<file path="config.mk">
export PLATFORM = sky130hd
export DESIGN_NAME = npcm_dist_unit
export DESIGN_NICKNAME = d
export VERILOG_FILES = /design/src/design/npcm_pkg.sv /design/src/design/npcm_dist_unit.sv
export SDC_FILE = /design/constraint.sdc
export NUM_CORES = 1
export LEC_CHECK = 0
export BUFFER_PORTS_ARGS = -buffer_cell sky130_fd_sc_hd__buf_2
export CAP_MARGIN = 20
export CORE_ASPECT_RATIO = 1.5
export CORE_UTILIZATION = 37
export CTS_CLUSTER_DIAMETER = 50
export CTS_CLUSTER_SIZE = 10
export DETAILED_ROUTE_END_ITERATION = 16
export PLACE_DENSITY = 0.68
export SKIP_CTS_REPAIR_TIMING = 1
export SYNTH_ARGS = -nofsm -noshare
export SYNTH_HDL_FRONTEND = slang
export SYNTH_SLANG_ARGS = --single-unit
</file>
<file path="constraint.sdc">
create_clock -name clk -period 0.8 [get_ports clk]
set_input_delay 0.08 -clock clk [delete_from_list [all_inputs] [get_ports clk]]
set_output_delay 0.08 -clock clk [all_outputs]
set_load 0.02 [all_outputs]
</file>
<file path="src/design/npcm_pkg.sv">
// Package for the nearest palette color mapper.
// Holds widths, operation codes and the structs passed between the scan modules.
// No dependencies.
`timescale 1ns / 1ps
`default_nettype none

package npcm_pkg;

    // Palette geometry
    localparam int PALETTE_DEPTH = 256;
    localparam int ADDR_W        = 8;
    localparam int COUNT_W       = 9;

    // Payload widths
    localparam int COLOR_W  = 32;
    localparam int CHAN_W   = 8;
    localparam int NUM_CHAN = 4;
    localparam int SQ_W     = 16;
    localparam int DIST_W   = 18;

    // Longest scan: bounded by the depth and by what an 8-bit slot can address
    localparam logic [COUNT_W-1:0] SCAN_MAX = COUNT_W'(PALETTE_DEPTH);

    // Operation codes
    localparam logic OP_LOAD = 1'b0;
    localparam logic OP_MAP  = 1'b1;

    // Tag that travels alongside a palette read
    typedef struct packed {
        logic              vld;
        logic [ADDR_W-1:0] idx;
    } rd_tag_t;

    // Registered output of the distance unit: per-channel squared differences
    typedef struct packed {
        logic                           vld;
        logic [ADDR_W-1:0]              idx;
        logic [COLOR_W-1:0]             color;
        logic [NUM_CHAN-1:0][SQ_W-1:0]  sq;
    } dist_res_t;

endpackage

`default_nettype wire

</file>
<file path="src/design/npcm_dist_unit.sv">
// Shared distance unit: per-channel absolute difference and square, registered.
// Depends on npcm_pkg.
`timescale 1ns / 1ps
`default_nettype none

module npcm_dist_unit (
    input  wire logic                         clk,
    input  wire logic                         rst_n,
    input  wire logic [npcm_pkg::COLOR_W-1:0] pixel,
    input  wire logic [npcm_pkg::COLOR_W-1:0] entry,
    input  wire npcm_pkg::rd_tag_t            tag_in,
    output npcm_pkg::dist_res_t               res_out
);

    logic                                            vld_reg;
    logic [npcm_pkg::ADDR_W-1:0]                     idx_reg;
    logic [npcm_pkg::COLOR_W-1:0]                    color_reg;
    logic [npcm_pkg::NUM_CHAN-1:0][npcm_pkg::SQ_W-1:0] sq_reg;
    logic [npcm_pkg::NUM_CHAN-1:0][npcm_pkg::SQ_W-1:0] sq_next;

    // One 8x8 square per channel, channels independent
    always_comb
    begin
        logic [npcm_pkg::CHAN_W-1:0] a;
        logic [npcm_pkg::CHAN_W-1:0] b;
        logic [npcm_pkg::CHAN_W-1:0] d;
        for (int c = 0; c < npcm_pkg::NUM_CHAN; c++)
        begin
            a = pixel[c*npcm_pkg::CHAN_W +: npcm_pkg::CHAN_W];
            b = entry[c*npcm_pkg::CHAN_W +: npcm_pkg::CHAN_W];
            d = (a > b) ? (a - b) : (b - a);
            sq_next[c] = npcm_pkg::SQ_W'(d) * npcm_pkg::SQ_W'(d);
        end
    end

    // Valid is control, the rest is payload
    always_ff @(posedge clk or negedge rst_n)
    begin
        if (!rst_n)
        begin
            vld_reg <= 1'b0;
        end
        else
        begin
            vld_reg <= tag_in.vld;
        end
    end

    always_ff @(posedge clk)
    begin
        idx_reg   <= tag_in.idx;
        color_reg <= entry;
        sq_reg    <= sq_next;
    end

    assign res_out.vld   = vld_reg;
    assign res_out.idx   = idx_reg;
    assign res_out.color = color_reg;
    assign res_out.sq    = sq_reg;

endmodule

`default_nettype wire

</file>
# [Yosys cells after proc, flatten, opt, wreduce, memory -nomap -nowiden]
# Cells that the tools add are included.
[classes] n_lt_le_gt_ge=4 n_addsub=8 mul=4 n_mux=4
[ops] op="8-bit by 8-bit multiplier with 16-bit output" n=4
[ops] op="8-bit subtractor" n=8
[ops] op="8-bit greater-than comparator" n=4
[ops] op="8-bit two-way mux" n=4
[word_totals] output_inout_bits=105 register_bits=105

# [Depth between registers and ports, before layout]
[logic_depth] word_depth=3 ltp_mapped=29 mapped_depth_nobuf=27

# [Worst setup path before layout]
# Ideal clock, no wire load.
[synth_path] kind="input port to flip-flop" from="input port pixel[0] in the netlist's numbering" to="register sq_reg (netlist bit res_out[15])" arrival_time_ns=5.750 stages=26 path_slack_ns=-5.085 path_cell_list="inv_1 ha_1 inv_1 fa_1 nand3_1 a21boi_1 o31a_1 buf_2 and3b_1 nor3_1 nor2_2 or2_1 fa_1 inv_1 fa_1 inv_1 fa_1 fa_1 inv_1 ha_1 o21ai_0 nand2b_1 a31oi_1 nor3_1 a2111oi_0 xnor2_1"
[synth_lines] element="start, declared" line="npcm_dist_unit.sv:9" rtl="input wire logic [npcm_pkg::COLOR_W-1:0] pixel,"
[synth_lines] element="end signal, assigned" line="npcm_dist_unit.sv:53" rtl="sq_reg <= sq_next;"
[synth_lines] element="end, declared" line="npcm_dist_unit.sv:18" rtl="logic [npcm_pkg::NUM_CHAN-1:0][npcm_pkg::SQ_W-1:0] sq_reg;"

==> impl_metrics.json <==
{
  "fill_cells": 2311,
  "cp_max_fo": 6,
  "yosys.area.top_type": "ha_1",
  "clkTransAtPathRegs_ps": 70,
  "syn_inst": 1308,
  "clock.fmax_mhz": 182.7,
  "maxCapViolCount": 0,
  "largest_reg_flops": 60,
  "cts_tree": "yes",
  "min_path_type": "input pin to flop",
  "place.gp.congestion": 0.8739,
  "routed_via_density": 4.710,
  "vias": 10804,
  "seq_area_frac_synth_pct": 17.56,
  "wl_per_cell_um": 13.97,
  "violations": "negative setup slack",
  "drt-initial-drc-count": 309,
  "antenna_found_initial": 1,
  "drive_gt1_share_pct": 53.09,
  "ioPinCount": 180,
  "drv_slew": 0,
  "rsz0062_at_grt": "yes",
  "final_nets": 2253,
  "rows": 78,
  "status": "complete, but fails checks",
  "dieWidth_um": 146.2,
  "synth_top_area_share_pct": 19.73,
  "cts_made_buffers": 9,
  "htreeDepth": 3,
  "grt_max_degree": 16,
  "clockBufferDepth": 2,
  "first_pass_iters": 4,
  "ys.flop_type": "dfxtp_1",
  "synth_area_leaders": "ha_1 20%, fa_1 19%, dfxtp_1 17%",
  "synthesis.area_mm2": 0.01154,
  "drc_errors": 0,
  "grt_first_pass_wirelength_um": 48060,
  "synth-seq-cells": 101,
  "core_mm2": 0.03045,
  "drt-total-wl_um": 32050,
  "criticalPathCategory": "input pin to flop",
  "cts_sinks": 101,
  "grt_pass1_vias": 11027,
  "syn_area_per_cell_um2": 8.823,
  "cp.required_ps": 1030,
  "synth-edff-count": 0,
  "yosys_warnings": 0,
  "startpoint_type": "input pin",
  "hold_viol": 0,
  "die_area_mm2": 0.03192,
  "fp.dieH_um": 218.3,
  "max_slew.worst_pin.slew_ps": 527.5,
  "numPortBuffers": 175,
  "cp.arrival_ps": 5700,
  "final_util_pct": 63.38,
  "cts_root_buf": "clkbuf_16",
  "grt_usage_pct": 18.44,
  "yosysUniqueCellTypes": 76,
  "start_util_pct": 37.90,
  "area_delta_synth_final_pct": 67.21,
  "yosysMostFrequentCell": "inv_1",
  "grt_overflow": 0,
  "finalSetupViolations": 157,
  "finalCriticalPeriod_ps": 5474,
  "postSynth.asyncResetShare_pct": 0.9901,
  "worst_slack_ps": -4674,
  "period_share_pct": 684.3,
  "synth_common_cells": "269 x inv_1, 182 x ha_1, 113 x nor2_1, 108 x fa_1, 100 x dfxtp_1",
  "critPathCaptureType": "flop",
  "dpl.hpwl_um": 24630,
  "ant_nets": 0,
  "relSlewSlack_pct": 64.77
}
through the flow:
| step | area (µm²) | setup TNS, ps | hold WS (ps) | worst slack, ps | cells |
|---|---|---|---|---|---|
| finish | 19300 | -208630 | 224.7 | -4674 | 2294 |
| global route | 19290 | -221300 | 248.4 | -4892 | 2293 |
| CTS | 16590 | -217530 | -546.9 | -4587 | 2206 |
| detailed placement | 16310 | -225680 | -142.2 | -4971 | 2190 |
| global placement | 16310 | -221310 | -144.5 | -4898 | 2190 |
| floorplan | 12660 | -198710 | -215.6 | -4728 | 1311 |
path summary, 6_finish.rpt:
path	start	to	slack, ps	cells past startpoint
worst max-delay path	pixel[0]	res_out[15]	-4670	28
worst min-delay path	entry[24]	res_out[48]	220	4
max in group asynchronous	rst_n	vld_reg	130	3
min in group asynchronous	rst_n	vld_reg	570	3
placed cells by master (no fill, tap or decap), drive strengths merged, types with 6 or more instances in the layout:
cell type,n
a211oi,6
a21boi,9
a21o,18
a21oi,54
and2,6
and3,7
buf,559
clkbuf,14
dfxtp,100
dlygate4sd3,43
fa,108
ha,182
inv,269
mux2i,23
nand2,26
nand2b,24
nand3,11
nand3b,6
nand4,8
nor2,115
nor2b,8
nor3,27
nor3b,6
o211ai,8
o21a,25
o21ai,47
o21bai,9
o31a,9
o31ai,7
or2,22
or3,15
xnor2,51
xor2,23
routing by layer:
layer | vias up | track usage [%] | part of all wire, %
met2 | 198 | 37.10 | 58
met3 | 51 | 2.860 | 3.5
met1 | 5180 | 18.60 | 37
met5 | - | 0 | 0
li1 | 5375 | - | -
met4 | 0 | 7.222 | 2.4
worst max-delay path, stage by stage:
cell and delay [ps]:
buf_8 100, inv_4 50, ha_4 130, inv_2 30, fa_2 360, nand3_2 90, a21boi_2 50, o31a_1 300
buf_6 170, mux2i_2 150, xor2_1 180, inv_1 120, nand2b_1 140, buf_4 170, fa_1 520, inv_1 50
fa_1 490, inv_2 40, fa_1 470, fa_1 540, inv_2 50, ha_4 170, nor3_4 210, o21ai_2 80
a31oi_2 270, nor3_1 90, a2111oi_2 430, xnor2_1 180
logic make-up (layout without fill, tap and decap cells):
kind of cell,after synthesis,count (layout),synth area share [%]
other,1,5,0.03249
adders and majority gates,290,290,38.46
buffers and inverters,306,888,10.38
and+or+nand+nor,295,295,13.16
DFF,101,101,17.56
AOI/OAI and AO/OA,216,216,12.31
muxes,24,24,2.092
xor gates and xnor gates,75,75,6.006
layout make-up:
type | count | area, µm² | area share (%)
repair buffers | 603 | 5109 | 26.47
multi-input cells | 904 | 10170 | 52.72
diodes | 1 | 2.502 | 0.01297
well taps | 400 | 500.5 | 2.594
inverters | 269 | 1072 | 5.557
clock inverters | 3 | 46.29 | 0.2399
clock buffers | 13 | 240.2 | 1.245
flip-flops and latches | 101 | 2153 | 11.16
Power is left out: the tool's default activity adds up to more than one toggle a clock period on the data nets, which glitch-free logic cannot reach.
